==> src/rtl/core/gait_parameter_ramp_top_assert.svh <==
// Assertion helpers for the gait ramp RTL.
`ifndef GAIT_PARAMETER_RAMP_TOP_ASSERT_SVH
`define GAIT_PARAMETER_RAMP_TOP_ASSERT_SVH

// Same-cycle implication, checked outside of reset.
`define GPR_ASSERT_IMPL(label, clk, rst_n, ante, cons) \
    label: assert property (@(posedge clk) disable iff (!rst_n) (ante) |-> (cons)) \
        else $error("gait ramp assertion failed");

// Next-cycle implication, checked outside of reset.
`define GPR_ASSERT_NEXT(label, clk, rst_n, ante, cons) \
    label: assert property (@(posedge clk) disable iff (!rst_n) (ante) |=> (cons)) \
        else $error("gait ramp assertion failed");

`endif

==> src/rtl/core/gpr_pkg.sv <==
package gpr_pkg;

    // Accumulator and counter sizing.
    localparam int VALUE_WIDTH = 32;
    localparam int COUNT_WIDTH = 16;
    localparam int IO_WIDTH    = 16;
    localparam int RAMP_WIDTH  = 16;
    localparam int CHANNELS    = 6;
    localparam int CHAN_W      = $clog2(CHANNELS);
    localparam int CMP_W       = (COUNT_WIDTH > RAMP_WIDTH) ? COUNT_WIDTH : RAMP_WIDTH;

    // Serial divider: one quotient bit per cycle over the difference magnitude.
    localparam int DIV_WIDTH = VALUE_WIDTH + 1;
    localparam int DIV_CNT_W = $clog2(DIV_WIDTH + 1);

    localparam logic [RAMP_WIDTH-1:0] RAMP_RESET = RAMP_WIDTH'(1000);

    typedef logic signed [VALUE_WIDTH-1:0] t_value;
    typedef logic signed [IO_WIDTH-1:0]    t_io;

    localparam t_value ONE_FIXED  = t_value'(1) << (VALUE_WIDTH - 4);
    localparam t_value HALF_FIXED = t_value'(1) << (VALUE_WIDTH - 5);

    // Power-up value of each channel: biases 0, 0.5, 0.5, 0, duty 0.5, period 1.0.
    function automatic t_value reset_value(input logic [CHAN_W-1:0] ch);
        t_value v;
        case (ch)
            CHAN_W'(0), CHAN_W'(3): v = '0;
            CHAN_W'(1), CHAN_W'(2), CHAN_W'(4): v = HALF_FIXED;
            default: v = ONE_FIXED;
        endcase
        return v;
    endfunction

endpackage

==> src/rtl/core/gait_parameter_ramp_top.sv <==
// Channel  | Direction | Handshake            | Contents
// input    | in        | i_valid / o_ready    | i_command, i_target_* (six Q4.12 targets)
// output   | out       | o_valid / i_ready    | o_bias_1..4, o_duty, o_period, o_ramping
// config   | in        | i_cfg_we             | i_cfg_data (ramp_steps), taken at once
// A load word takes the six channels in turn through the single serial divider,
// which produces one quotient bit per cycle over a 33-bit magnitude. For a tick
// word one shared adder visits the six channels, then the results are registered.
// Reset is synchronous and active low and restores the power-up channel values.
// A stalled output holds the finished tick in the last sequencer step; the block
// is not ready while a word is in progress.
module gait_parameter_ramp_top (
    input  logic                                  i_clk,
    input  logic                                  i_rst_n,
    input  logic                                  i_valid,
    output logic                                  o_ready,
    input  logic                                  i_command,
    input  logic signed [gpr_pkg::IO_WIDTH-1:0]   i_target_bias_1,
    input  logic signed [gpr_pkg::IO_WIDTH-1:0]   i_target_bias_2,
    input  logic signed [gpr_pkg::IO_WIDTH-1:0]   i_target_bias_3,
    input  logic signed [gpr_pkg::IO_WIDTH-1:0]   i_target_bias_4,
    input  logic signed [gpr_pkg::IO_WIDTH-1:0]   i_target_duty,
    input  logic signed [gpr_pkg::IO_WIDTH-1:0]   i_target_period,
    output logic                                  o_valid,
    input  logic                                  i_ready,
    output logic signed [gpr_pkg::IO_WIDTH-1:0]   o_bias_1,
    output logic signed [gpr_pkg::IO_WIDTH-1:0]   o_bias_2,
    output logic signed [gpr_pkg::IO_WIDTH-1:0]   o_bias_3,
    output logic signed [gpr_pkg::IO_WIDTH-1:0]   o_bias_4,
    output logic signed [gpr_pkg::IO_WIDTH-1:0]   o_duty,
    output logic signed [gpr_pkg::IO_WIDTH-1:0]   o_period,
    output logic                                  o_ramping,
    input  logic                                  i_cfg_we,
    input  logic [gpr_pkg::RAMP_WIDTH-1:0]        i_cfg_data
);

    `include "gait_parameter_ramp_top_assert.svh"

    localparam int VW  = gpr_pkg::VALUE_WIDTH;
    localparam int IOW = gpr_pkg::IO_WIDTH;
    localparam int CH  = gpr_pkg::CHANNELS;
    localparam int CW  = gpr_pkg::CHAN_W;
    localparam int DW  = gpr_pkg::DIV_WIDTH;
    localparam int RW  = gpr_pkg::RAMP_WIDTH;

    typedef enum logic [2:0] {
        S_IDLE,
        S_LD_DIFF,
        S_LD_ABS,
        S_LD_DIV,
        S_LD_STORE,
        S_TK_ADD,
        S_TK_DONE
    } t_state;

    t_state                            r_state;
    gpr_pkg::t_value                   r_cur  [CH];
    gpr_pkg::t_value                   r_step [CH];
    gpr_pkg::t_io                      r_tgt  [CH];
    gpr_pkg::t_io                      r_out  [CH];
    logic [RW-1:0]                     r_ramp;
    logic [gpr_pkg::COUNT_WIDTH-1:0]   r_cnt;
    logic [CW-1:0]                     r_chan;
    logic signed [VW:0]                r_diff;
    logic                              r_neg;
    logic [RW:0]                       r_rem;
    logic [DW-1:0]                     r_quo;
    logic [gpr_pkg::DIV_CNT_W-1:0]     r_iter;
    logic                              r_run;
    logic                              r_o_valid;
    logic                              r_ramping;

    gpr_pkg::t_value                   cur_sel;
    gpr_pkg::t_value                   step_sel;
    gpr_pkg::t_value                   tgt_val;
    logic signed [VW:0]                diff_full;
    logic [DW-1:0]                     diff_mag;
    logic [RW:0]                       rem_shift;
    logic                              div_ge;
    logic [RW:0]                       n_rem;
    logic [DW-1:0]                     n_quo;
    logic [DW-1:0]                     quo_signed;
    gpr_pkg::t_value                   n_step;
    gpr_pkg::t_value                   n_sum;
    logic                              still_ramping;
    logic                              last_chan;

    // Channel operands selected by the sequencer's channel index.
    assign cur_sel  = r_cur[r_chan];
    assign step_sel = r_step[r_chan];
    assign tgt_val  = {r_tgt[r_chan], {(VW - IOW){1'b0}}};

    // Target minus current, one bit wider so it cannot overflow.
    assign diff_full = {tgt_val[VW-1], tgt_val} - {cur_sel[VW-1], cur_sel};
    assign diff_mag  = r_diff[VW] ? DW'(-r_diff) : DW'(r_diff);

    // One restoring division step per cycle.
    assign rem_shift = {r_rem[RW-1:0], r_quo[DW-1]};
    assign div_ge    = rem_shift >= {1'b0, r_ramp};
    assign n_rem     = div_ge ? (rem_shift - {1'b0, r_ramp}) : rem_shift;
    assign n_quo     = {r_quo[DW-2:0], div_ge};

    // Quotient truncated toward zero, then wrapped to the accumulator width.
    assign quo_signed = r_neg ? (~r_quo + DW'(1)) : r_quo;
    assign n_step     = (r_ramp == '0) ? '0 : quo_signed[VW-1:0];

    // Shared accumulate adder for ticks.
    assign n_sum = cur_sel + step_sel;

    // Counter below the ramp length and below its own ceiling.
    assign still_ramping = (gpr_pkg::CMP_W'(r_cnt) < gpr_pkg::CMP_W'(r_ramp))
                           && (r_cnt != '1);
    assign last_chan = (r_chan == CW'(CH - 1));

    // Sequencer, channel state and registered outputs.
    always_ff @(posedge i_clk) begin
        if (!i_rst_n) begin
            r_state   <= S_IDLE;
            r_ramp    <= gpr_pkg::RAMP_RESET;
            r_cnt     <= '0;
            r_chan    <= '0;
            r_iter    <= '0;
            r_run     <= 1'b0;
            r_o_valid <= 1'b0;
            r_ramping <= 1'b0;
            for (int c = 0; c < CH; c++) begin
                r_cur[c]  <= gpr_pkg::reset_value(CW'(c));
                r_step[c] <= '0;
            end
        end else begin
            if (i_cfg_we) begin
                r_ramp <= i_cfg_data;
            end
            // A taken result word clears valid unless the last step refills it.
            if (r_o_valid && i_ready && (r_state != S_TK_DONE)) begin
                r_o_valid <= 1'b0;
            end
            unique case (r_state)
                S_IDLE: begin
                    if (i_valid) begin
                        r_tgt[0] <= i_target_bias_1;
                        r_tgt[1] <= i_target_bias_2;
                        r_tgt[2] <= i_target_bias_3;
                        r_tgt[3] <= i_target_bias_4;
                        r_tgt[4] <= i_target_duty;
                        r_tgt[5] <= i_target_period;
                        r_chan   <= '0;
                        r_run    <= still_ramping;
                        r_state  <= i_command ? S_TK_ADD : S_LD_DIFF;
                    end
                end
                S_LD_DIFF: begin
                    r_diff  <= diff_full;
                    r_state <= S_LD_ABS;
                end
                S_LD_ABS: begin
                    r_neg   <= r_diff[VW];
                    r_quo   <= diff_mag;
                    r_rem   <= '0;
                    r_iter  <= '0;
                    r_state <= S_LD_DIV;
                end
                S_LD_DIV: begin
                    r_rem  <= n_rem;
                    r_quo  <= n_quo;
                    r_iter <= r_iter + 1'b1;
                    if (r_iter == gpr_pkg::DIV_CNT_W'(DW - 1)) begin
                        r_state <= S_LD_STORE;
                    end
                end
                S_LD_STORE: begin
                    r_step[r_chan] <= n_step;
                    if (last_chan) begin
                        r_cnt   <= '0;
                        r_state <= S_IDLE;
                    end else begin
                        r_chan  <= r_chan + 1'b1;
                        r_state <= S_LD_DIFF;
                    end
                end
                S_TK_ADD: begin
                    if (r_run) begin
                        r_cur[r_chan] <= n_sum;
                    end
                    if (last_chan) begin
                        if (r_run) begin
                            r_cnt <= r_cnt + 1'b1;
                        end
                        r_state <= S_TK_DONE;
                    end else begin
                        r_chan <= r_chan + 1'b1;
                    end
                end
                S_TK_DONE: begin
                    // Wait here while the previous result word is still pending.
                    if (!r_o_valid || i_ready) begin
                        for (int c = 0; c < CH; c++) begin
                            r_out[c] <= r_cur[c][VW-1 -: IOW];
                        end
                        r_ramping <= still_ramping;
                        r_o_valid <= 1'b1;
                        r_state   <= S_IDLE;
                    end
                end
                default: begin
                    r_state <= S_IDLE;
                end
            endcase
        end
    end

    assign o_ready   = (r_state == S_IDLE);
    assign o_valid   = r_o_valid;
    assign o_bias_1  = r_out[0];
    assign o_bias_2  = r_out[1];
    assign o_bias_3  = r_out[2];
    assign o_bias_4  = r_out[3];
    assign o_duty    = r_out[4];
    assign o_period  = r_out[5];
    assign o_ramping = r_ramping;

    // The block goes busy as soon as it takes a word.
    `GPR_ASSERT_NEXT(a_busy_after_accept, i_clk, i_rst_n, i_valid && o_ready, !o_ready)
    // A load word never produces a result word.
    `GPR_ASSERT_NEXT(a_load_no_result, i_clk, i_rst_n, i_valid && o_ready && !i_command && !o_valid, !o_valid)
    // The step counter only clears or advances by one.
    `GPR_ASSERT_IMPL(a_count_step, i_clk, i_rst_n, !$stable(r_cnt), (r_cnt == $past(r_cnt) + 1'b1) || (r_cnt == '0))
    // The divider never runs past its quotient width.
    `GPR_ASSERT_IMPL(a_iter_range, i_clk, i_rst_n, r_state == S_LD_DIV, r_iter < gpr_pkg::DIV_CNT_W'(DW))

endmodule

==> config.mk <==
export PLATFORM = sky130hd
export DESIGN_NAME = gait_parameter_ramp_top
export DESIGN_NICKNAME = d
export VERILOG_FILES = /design/src/rtl/core/gpr_pkg.sv /design/src/rtl/core/gait_parameter_ramp_top.sv
export VERILOG_INCLUDE_DIRS = /design/src /design/src/rtl/core
export SDC_FILE = /design/constraint.sdc
export NUM_CORES = 1
export LEC_CHECK = 0
export BUFFER_PORTS_ARGS = -buffer_cell sky130_fd_sc_hd__buf_2
export CAP_MARGIN = 20
export CORE_ASPECT_RATIO = 0.75
export CORE_MARGIN = 5
export CORE_UTILIZATION = 40
export DETAILED_ROUTE_END_ITERATION = 10
export GPL_TIMING_DRIVEN = 0
export SLEW_MARGIN = 30
export SYNTH_ARGS = -nofsm -noshare
export SYNTH_HDL_FRONTEND = slang
export SYNTH_SLANG_ARGS = --single-unit
==> constraint.sdc <==
create_clock -name i_clk -period 10.78 [get_ports i_clk]
set_clock_uncertainty 0.2 [all_clocks]
set_input_delay 0.539 -clock i_clk [delete_from_list [all_inputs] [get_ports i_clk]]
set_output_delay 0.539 -clock i_clk [all_outputs]
set_load 0.02 [all_outputs]
# Yosys cells after proc, flatten, opt, wreduce, memory -nomap -nowiden
# Memories as Yosys holds them, arrays and structs flattened. A register that Yosys moved wholly into a read port is not among the register bits.
# Cells that the tools add are included.
# W data, S select, Z words.
# totals
ff_bits,130
mem_bits_rw,576
in_bits,118
output_inout_bits,99
elab_cells,120
mem_count,4
# classes
addsub,8
magnitude_cmp,2
n_eq_ne,17
mux,55
bitwise,1
n_reduce_logical,21
# mem_list
memory,depth,width,read_ports,rd_clocked_by_memory_dff,write_ports,line,rtl
r_cur,6,32,7,1,6,gait_parameter_ramp_top.sv:56,gpr_pkg::t_value r_cur [CH];
r_step,6,32,1,1,6,gait_parameter_ramp_top.sv:57,gpr_pkg::t_value r_step [CH];
r_out,6,16,6,0,6,gait_parameter_ramp_top.sv:59,gpr_pkg::t_io r_out [CH];
r_tgt,6,16,1,1,6,gait_parameter_ramp_top.sv:58,gpr_pkg::t_io r_tgt [CH];
# ops
operator,count
$mux W32,7
$pmux W33 S2,1
$mux W16,4
$pmux W16 S2,2
$reduce_or A32 Y1,2
$mux W3,15
$mux W33,1
$neg A33 Y33,1
$sub A32 B32 Y33,1
$add A32 B1 Y32 const B,1
$add A32 B32 Y32,1
$not A32 Y32,1
$mux W1,22
$pmux W3 S7,1
$ge A17 B16 Y1,1
$add A16 B1 Y16 const B,1
$logic_not A16 Y1,1
$lt A16 B16 Y1,1
$ne A16 B16 Y1 const B,1
$sub A16 B16 Y16,1
$ne A2 B2 Y1 const B,7
$eq A3 B3 Y1 const B,4
$pmux W6 S2,1
$reduce_and A2 Y1,5
15 further kinds,21

# Longest topological paths before layout
# Gate-level depths: netlist of run 1.
# depth
word_depth,6
depth_mapped,21
mapped_depth_nobuf,15

# Worst setup path after synthesis of run 1
# Ideal clock, no wire load.
# synth_path
kind,input port to flip-flop
startpoint,input port i_rst_n
endpoint,register r_ramping (netlist: o_ramping)
setup_time_ns,0.091
t_arrival_ns,8.288
required_ns,10.489
path_slack_ns,2.201
stages,5
n_path_buf,2
cell_sequence,clkbuf_1 inv_1 clkbuf_1 nor3_1 a31o_2
# synth_lines
element,line,rtl
start: declaration,gait_parameter_ramp_top.sv:13,"input logic i_rst_n,"
end signal: assignment,gait_parameter_ramp_top.sv:199,r_ramping <= still_ramping;
end: declaration,gait_parameter_ramp_top.sv:70,logic r_ramping;

==> impl_results.md, run 1 <==
- Overall Global Routing Usage: 0.2142
- Clock Sink Count: roughly 840
- Combinational power share: 0.247
- Startpoint types: flop
- Critical Path AT: between 8 and 9 ns
- Vias in the first global route: 24810
- CP max FO: 10
- CTS HTree Levels: 3
- Fillers: 8253
- Critical path, cell by cell: buf_2 > buf_2 > buf_4 > buf_2 > buf_1 > clkbuf_1 > buf_2 > mux4_2 > mux2i_1 > inv_1 > ha_1 > clkbuf_1 > and2_1 > a311o_1 > a21oi_1 > o22ai_1 > a211oi_1 > xor2_1 > nand2_1
- Initial antenna violation count: 7
- Drt total wl: 110600 um
- Starting Density: 0.4024
- Area share of the largest cell type after synthesis: 0.6172
- Routed vias: approximately 25000
- Simple-gate portion of the synthesized area: 0.1001
- Gr ovfl total: 0
- Die area: between 0.1 and 0.15 mm^2
- Status: finished clean
- Die Y: 277.9 um
- Setup TNS Final: 0 ns
- DP HPWL: 80460 um
- Mux cell area share after synthesis: 0.1139
- Clk_lat worst skew: 0.70 ns
- Tightest Pin Transition: 1.073 ns
- WL/cell: 24.33 um
- Final Slew Violations: 0
- EDFF count, synth: between 700 and 800
- Crit-path leading delay family: buffers and inverters
- Switching share of total power: 0.3077
- CTS Buffer Depth: 3
- Post-layout min period: 8.457 ns
- Mean Syn Cell Area: about 14 um^2
- GPL Wtd Cong: 0.8904
- Cell count after placement: ~4300
- Vias per cell: 5.551
- Tcrit/Tclk final: 0.7845
- Share of cells above drive strength 1: 0.2029
- Root buf cell: clkbuf_16
- Psw: 0.002891 W
- Post-synthesis async set-or-reset flop share: 0
- Width of the die: approximately 370 um
- Critical path's slowest cell: clkbuf_1
- Post-CTS setup buffer count: 0
- CTS buffer count: ~80
- Largest net degree at the start of global routing: 33
- RSZ-0062 raised after global routing: false
- Router iterations before antenna repair: 5
- Final core occ: 0.4823
- Synth Cell Area: ~0.038 mm^2
- Seq/Total Area, Yosys: 0.6434
- Sequential power share: 0.421
- Maximum clock rate: 0.1182 GHz
- Top Ports: 217
- DRC viols: 0
- Core area: approximately 0.095 mm^2
- Final Hold Fails: 0
- Final Cell Area: 0.04589 mm^2
- Synth Area in Compound Gates: 0.05748
- Critical path class: reg2reg
- Highest cell delay on the worst timing path: 0.81 ns
- Area contributors post-synth: edfxtp_1, mux4_2, nor2_1
- DP Area: 0.04180 mm^2
- Post-route setup slack: 2.323 ns
- Synth warnings: 0
- Setup WS pre-CTS: between 2 and 3 ns
- Worst-path clk slew: 0.07 ns
- Yosys top cell by area: edfxtp_1
- XOR/XNOR Fraction of Synth Area: 0.03153
- Netlist cell types: 73
- Max VDD drop: about 0.14 mV
- Post-synthesis register bit count: 837
- Area of the multi-input gates: 0.01288 mm^2
- Hold WC Path Type: in2reg
- First-pass GRT wire length: between 150000 and 200000 um
- Final setup fails: 0
- Layout net count: 3429
- Leak pwr: 16.51 nW
- Finished Layout Cells: 4546
- Max-cap viol count: 0
- Most used cell, CP: buf_2
- I/O Buffers: approximately 210
- 1st-iter DRT viols: approximately 2700
- WP buf/inv: 9
- Synth Area in Adders: 0.02915
- Syn nets: just under 3000
- CTS tree: yes
- Largest family of logic cells by synthesized area: multiplexers
- Clock Power Share: 0.332
- Post-Syn Instances: 2757
- Power per cell area: 204.8 mW/mm^2
- Internal power: 0.006505 W
- Antenna Violating Nets Remaining: 0
- Rel. slew slack: 0.2644
- Register area: 0.02463 mm^2
- Area grow syn2layout: 19.85%
- Num rows: 98
- Top_reg_cell synth: edfxtp_1
- CP Capture Type: flop
- Req. time, crit path: between 10 and 15 ns
-- path summary, 6_finish.rpt --
check | start | to | slack (ns) | depth (start not counted)
setup / recovery | flop | r_cur[7][28] | 2.32 | 19
hold reg to reg | r_cur[2][21] | r_out[2][5] | 0.24 | 0
setup reg to reg | flop | r_cur[7][28] | 2.32 | 19
hold / removal | i_command | r_state[2] | 0.09 | 5
-- worst min-delay path, delay by kind of cell --
family | cells | cell delay [ns]
simple gates | 2 | 0.09
buf+inv | 1 | 0.11
compound gates | 2 | 0.18
-- kinds of logic (layout without fill, tap and decap cells) --
logic type / count (synthesis) / count (layout)
buf+inv: 241 / 776
simple gates: 864 / 864
flops: 837 / 837
compound gates: 339 / 339
mux: 251 / 251
xor+xnor: 137 / 137
other cells: 0 / 4
fa+ha+maj: 88 / 88
-- synthesized netlist by cell type, types with 12 or more instances --
library cell and number:
o21bai_1 12, or3_1 14, mux4_2 144, o211ai_1 12, xnor2_1 77, nor2b_1 12
clkbuf_1 93, nand3_1 27, a21o_1 37, and3_1 19, buf_1 13, nor3_1 51
ha_1 86, dfxtp_1 50, o31ai_1 18, nand2_1 170, edfxtp_1 787, o21ai_0 83
xor2_1 59, inv_1 112, nor2_1 459, mux2_2 38, nand4_1 21, a21oi_1 85
nand2b_1 16, buf_2 21, or2_2 16, mux2i_1 69
-- metal layers --
| metal | track usage | wire [um] | up-vias |
|---|---|---|---|
| met4 | 0.04899 | 2277 | 6 |
| met1 | 0.3079 | 48340 | 12700 |
| met2 | 0.3192 | 48470 | 1104 |
| met3 | 0.06955 | 11510 | 155 |
| met5 | 0 | 30 | - |
| li1 | - | - | 11270 |
-- stage by stage --
step	total power, W	hold WS, ns
2_1_floorplan	0.005489	0.2207
3_3_place_gp	0.006209	0.2298
3_5_place_dp	0.006262	0.2284
4_1_cts	0.009392	0.05078
5_1_grt	0.009768	0.1076
6_report	0.009396	0.09280
-- flip-flops by register name (all words and copies together), names as in the netlist, 3 cells and up, named ones only --
register  count
r_quo        33
r_ramp       16
r_iter        6
r_tgt        96
r_chan        3
r_cur       256
r_diff       33
r_state       3
r_rem        16
r_cnt        16
r_out        96
r_step      256
-- cells in the final DEF, fill, tap and decap left out, drive strengths merged, types with 77 or more instances in the layout --
| master | instances |
|---|---|
| buf | 302 |
| a21oi | 85 |
| edfxtp | 787 |
| ha | 86 |
| o21ai | 89 |
| nor2 | 459 |
| xnor2 | 77 |
| mux4 | 144 |
| nand2 | 170 |
| clkbuf | 190 |
| dlygate4sd3 | 115 |
| inv | 118 |
-- power by group through the flow --
stage / sequential [W] / clock (W) / combinational (W)
floorplan: 0.00401 / 0 / 0.00148
global placement: 0.00405 / 0 / 0.00216
detailed placement: 0.00402 / 0 / 0.00224
CTS: 0.00395 / 0.00315 / 0.00228
global route: 0.00398 / 0.00329 / 0.00250
finish: 0.00396 / 0.00312 / 0.00232
-- repair_timing --
item                      CTS  global route
gates resized for setup     0             0
hold buffers              115             0
hold endpoints to repair  113             0
-- final cells by class --
cell class              count  share of cell area
flip-flops and latches    837              0.5368
diodes                      4           0.0002181
clock buffers              97             0.04594
multi-input cells        1679              0.2806
clock inverters            56             0.01731
well taps                1250             0.03408
plain buffers             128             0.01148
repair buffers            382             0.06427
inverters                 113            0.009243
Power figures use the tool's default switching activity.
==> run 2: changes to the inputs <==
--- a/config.mk
+++ b/config.mk
@@ -6,6 +6,7 @@
 export SDC_FILE = /design/constraint.sdc
 export NUM_CORES = 1
 export LEC_CHECK = 0
+export ABC_AREA = 1
 export BUFFER_PORTS_ARGS = -buffer_cell sky130_fd_sc_hd__buf_2
 export CAP_MARGIN = 20
 export CORE_ASPECT_RATIO = 0.75
==> constraint.sdc (replaced) <==
create_clock -name i_clk -period 8.2 [get_ports i_clk]
set_clock_uncertainty 0.2 [all_clocks]
set_input_delay 0.41 -clock i_clk [delete_from_list [all_inputs] [get_ports i_clk]]
set_output_delay 0.41 -clock i_clk [all_outputs]
set_load 0.02 [all_outputs]
==> run 2 against run 1 <==
  * Register-to-register slack better by 0.07 ns
  * Setup slack better by 0.072 ns
  * Via count up 30%
  * Synthesized area up 6.3%
  * Non-clock buffer count up 36
  * Critical path type unchanged
  * Utilization down 0.67 points
  * Sequential cell count unchanged
  * First-iteration DRC count up 39%
  * Cell count up 35%
==> impl_results.md, run 2 <==
- Final setup fails: 0 (unchanged)
- Root buf cell: clkbuf_16 (unchanged)
- Largest family of logic cells by synthesized area: simple AND/OR/NAND/NOR gates (was multiplexers)
- Most used cell, CP: nand2_1 (was buf_2)
- Switching share of total power: 0.4221 (was 0.3077)
- CP Capture Type: flop (unchanged)
- RSZ-0062 raised after global routing: false (unchanged)
- Top flop regs: r_cur: 256 flops, r_step: 256 flops (unchanged)
- Total of cells resized after clock tree synthesis: 0 (unchanged)
- Clock Power Share: 0.243 (was 0.332)
- Top_reg_cell synth: edfxtp_1 (unchanged)
- EDFF count, synth: 787 (unchanged)
- Startpoint types: flop (unchanged)
- Area grow syn2layout: 18.13% (was 19.85%)
- Area share of the largest cell type after synthesis: 0.5807 (was 0.6172)
- CTS tree: yes (unchanged)
- Psw: 0.006736 W (was 0.002891 W)
- 1st-iter DRT viols: 3724 (was 2682)
- Routed vias: 32780 (was 25240)
- Combinational power share: 0.425 (was 0.247)
- Syn nets: 4482 (was 2963)
- DP Area: 0.04413 mm^2 (was 0.04180 mm^2)
- XOR/XNOR Fraction of Synth Area: 0.01227 (was 0.03153)
- Crit-path leading delay family: buffers and inverters (unchanged)
- Leak pwr: 18.98 nW (was 16.51 nW)
- Final Cell Area: 0.04808 mm^2 (was 0.04589 mm^2)
- Overall Global Routing Usage: 0.2446 (was 0.2142)
- Post-synthesis async set-or-reset flop share: 0 (unchanged)
- Num rows: 101 (was 98)
- Width of the die: 378.3 um (was 367.3 um)
- Leading cell type in the layout, fill and taps excluded: nor2_1 (was edfxtp_1)
- Fillers: 9494 (was 8253)
- Tcrit/Tclk final: 0.7079 (was 0.7845)
- Synth Area in Compound Gates: 0.09171 (was 0.05748)
- Internal power: 0.009222 W (was 0.006505 W)
- Maximum clock rate: 0.1723 GHz (was 0.1182 GHz)
- CP max FO: 10 (unchanged)
- Post-CTS setup buffer count: 0 (unchanged)
- Commonest cells in the netlist: nor2_1, edfxtp_1, nand2_1 (was edfxtp_1, nor2_1, nand2_1)
- Tot Pwr: 0.01596 W (was 0.009396 W)
- WL/cell: 22.00 um (was 24.33 um)
- Core area: 0.1011 mm^2 (was 0.09515 mm^2)
- Starting Density: 0.4026 (was 0.4024)
- Largest net degree at the start of global routing: 33 (unchanged)
- Final Hold Fails: 0 (unchanged)
- Post-layout min period: 5.805 ns (was 8.457 ns)
- Most frequent cells in the layout: nor2_1, edfxtp_1, nand2_1 (was edfxtp_1, nor2_1, buf_2)
- Synth Area in Adders: 0.02742 (was 0.02915)
- DP HPWL: 98540 um (was 80460 um)
- Layout net count: 4933 (was 3429)
- Worst-path clk slew: 0.06 ns (was 0.07 ns)
- Vias per cell: 5.343 (was 5.551)
- Count leader, synth: nor2_1 (was edfxtp_1)
- Seq/Total Area, Yosys: 0.6053 (was 0.6434)
- Critical path's slowest cell: clkbuf_1 (unchanged)
- Power per cell area: 331.9 mW/mm^2 (was 204.8 mW/mm^2)
- Netlist cell types: 49 (was 73)
- Rel. slew slack: 0.2888 (was 0.2644)
- Yosys top cell by area: edfxtp_1 (unchanged)
- Top Ports: 217 (unchanged)
- Vias in the first global route: 30620 (was 24810)
- I/O Buffers: 215 (was 214)
- Drt total wl: 135000 um (was 110600 um)
- Highest cell delay on the worst timing path: 0.78 ns (was 0.81 ns)
- Sequential power share: 0.333 (was 0.421)
- Die area: 0.1083 mm^2 (was 0.1021 mm^2)
- Final Slew Violations: 0 (unchanged)
- Share of cells above drive strength 1: 0.1183 (was 0.2029)
- Max-cap viol count: 0 (unchanged)
- WP buf/inv: 6 (was 9)
- Tightest Pin Transition: 1.060 ns (was 1.073 ns)
- CTS HTree Levels: 3 (unchanged)
- Post-synthesis register bit count: 837 (unchanged)
- Req. time, crit path: 8.40 ns (was 10.96 ns)
- Critical Path AT: 6.01 ns (was 8.64 ns)
- CTS buffer count: 83 (was 82)
- Antenna Violating Nets Remaining: 0 (unchanged)
- First-pass GRT wire length: 197700 um (was 163400 um)
- Mux cell area share after synthesis: 0 (was 0.1139)
- Area contributors post-synth: edfxtp_1, nor2_1, nand2_1 (was edfxtp_1, mux4_2, nor2_1)
- Clk_lat worst skew: 0.69 ns (was 0.70 ns)
- DRC viols: 0 (unchanged)
- Status: finished clean (unchanged)
- Mean Syn Cell Area: 9.518 um^2 (was 13.89 um^2)
- Gr ovfl total: 0 (unchanged)
- GPL Wtd Cong: 0.9416 (was 0.8904)
- Simple-gate portion of the synthesized area: 0.2004 (was 0.1001)
- Router iterations before antenna repair: 6 (was 5)
- Clock Sink Count: 837 (unchanged)
- Synth warnings: 0 (unchanged)
- Hold WC Path Type: in2reg (unchanged)
- Post-Syn Instances: 4276 (was 2757)
- Max VDD drop: 0.1720 mV (was 0.1360 mV)
- Die Y: 286.2 um (was 277.9 um)
- Synth Cell Area: 0.04070 mm^2 (was 0.03829 mm^2)
- Critical path, cell by cell: inv_2 > clkbuf_1 > buf_2 > buf_2 > clkbuf_1 > nand2_1 > nand2_1 > ha_1 > nand2_1 > nor2_1 > nand2_1 > o21ai_0 > nand2_1 > nand2_1 > nand2_1 > nand3_1 > inv_1 (was buf_2 > buf_2 > buf_4 > buf_2 > buf_1 > clkbuf_1 > buf_2 > mux4_2 > mux2i_1 > inv_1 > ha_1 > clkbuf_1 > and2_1 > a311o_1 > a21oi_1 > o22ai_1 > a211oi_1 > xor2_1 > nand2_1)
- Final core occ: 0.4756 (was 0.4823)
- Initial antenna violation count: 2 (was 7)
- CTS Buffer Depth: 3 (unchanged)
- Critical path class: reg2reg (unchanged)
## run 2: worst paths after layout
kind | endpoint | cells after the start | from | slack (ns)
worst max-delay path | r_cur[6][21] | 17 | flop | 2.39
worst min-delay path | r_ramp[3] | 3 | i_cfg_we | 0.05
worst max register to register | r_cur[6][21] | 17 | flop | 2.39
worst min register to register | r_out[5][8] | 0 | r_cur[5][24] | 0.24
## run 2: final cells by class
class,instances,area (um^2),share of cell area
Tap cell,1339,1675,0.03485
Clock inverter,54,549.3,0.01142
Sequential cell,837,24630,0.5124
Inverter,445,1678,0.03490
Buffer,180,893.4,0.01858
Antenna cell,2,5.005,0.0001041
Timing Repair Buffer,366,2860,0.05949
Clock buffer,98,2153,0.04479
Multi-Input combinational cell,2814,13630,0.2835
## run 2: power by group through the flow
| stage | sequential (W) | clock (W) | combinational, W |
|---|---|---|---|
| floorplan | 0.00538 | 0 | 0.00421 |
| global placement | 0.00543 | 0 | 0.00644 |
| detailed placement | 0.00540 | 0 | 0.00653 |
| CTS | 0.00531 | 0.00391 | 0.00662 |
| global route | 0.00534 | 0.00409 | 0.00737 |
| finish | 0.00531 | 0.00387 | 0.00677 |
## run 2: kinds of logic after synthesis
| kind of cell | count (synthesis) |
|---|---|
| simple gates | 1991 |
| flops | 837 |
| fa+ha+maj | 88 |
| xor+xnor | 57 |
| compound gates | 678 |
| buf+inv | 625 |
## run 2: per-layer routing
layer | track usage | vias up | routed length [um]
li1 | - | 15360 | -
met1 | 0.3635 | 15740 | 60890
met2 | 0.3644 | 1518 | 57510
met3 | 0.05455 | 168 | 13620
met4 | 0.06045 | 0 | 2964
met5 | 0 | - | 0
## run 2: tightest hold or removal path: cells and delay by family
family / cells / cell delay, ns
buffers and inverters: 2 / 0.30
AOI/OAI and AO/OA: 1 / 0.19
## run 2: per-stage QoR
step                cells  TNS (ns)  hold slack [ns]  setup slack, ns
floorplan            4276         0           0.2207            2.551
finish               6135         0          0.05304            2.395
global placement     5830    -10.26           0.2283          -0.1277
CTS                  6133         0         0.003349            2.572
detailed placement   5858         0           0.2296            2.603
global route         6133         0          0.08463            2.169
## run 2: what timing repair did
item | 4_1_cts | 5_1_grt
hold buffers | 123 | 0
hold endpoints to repair | 120 | 0
setup endpoints to repair | 0 | 0
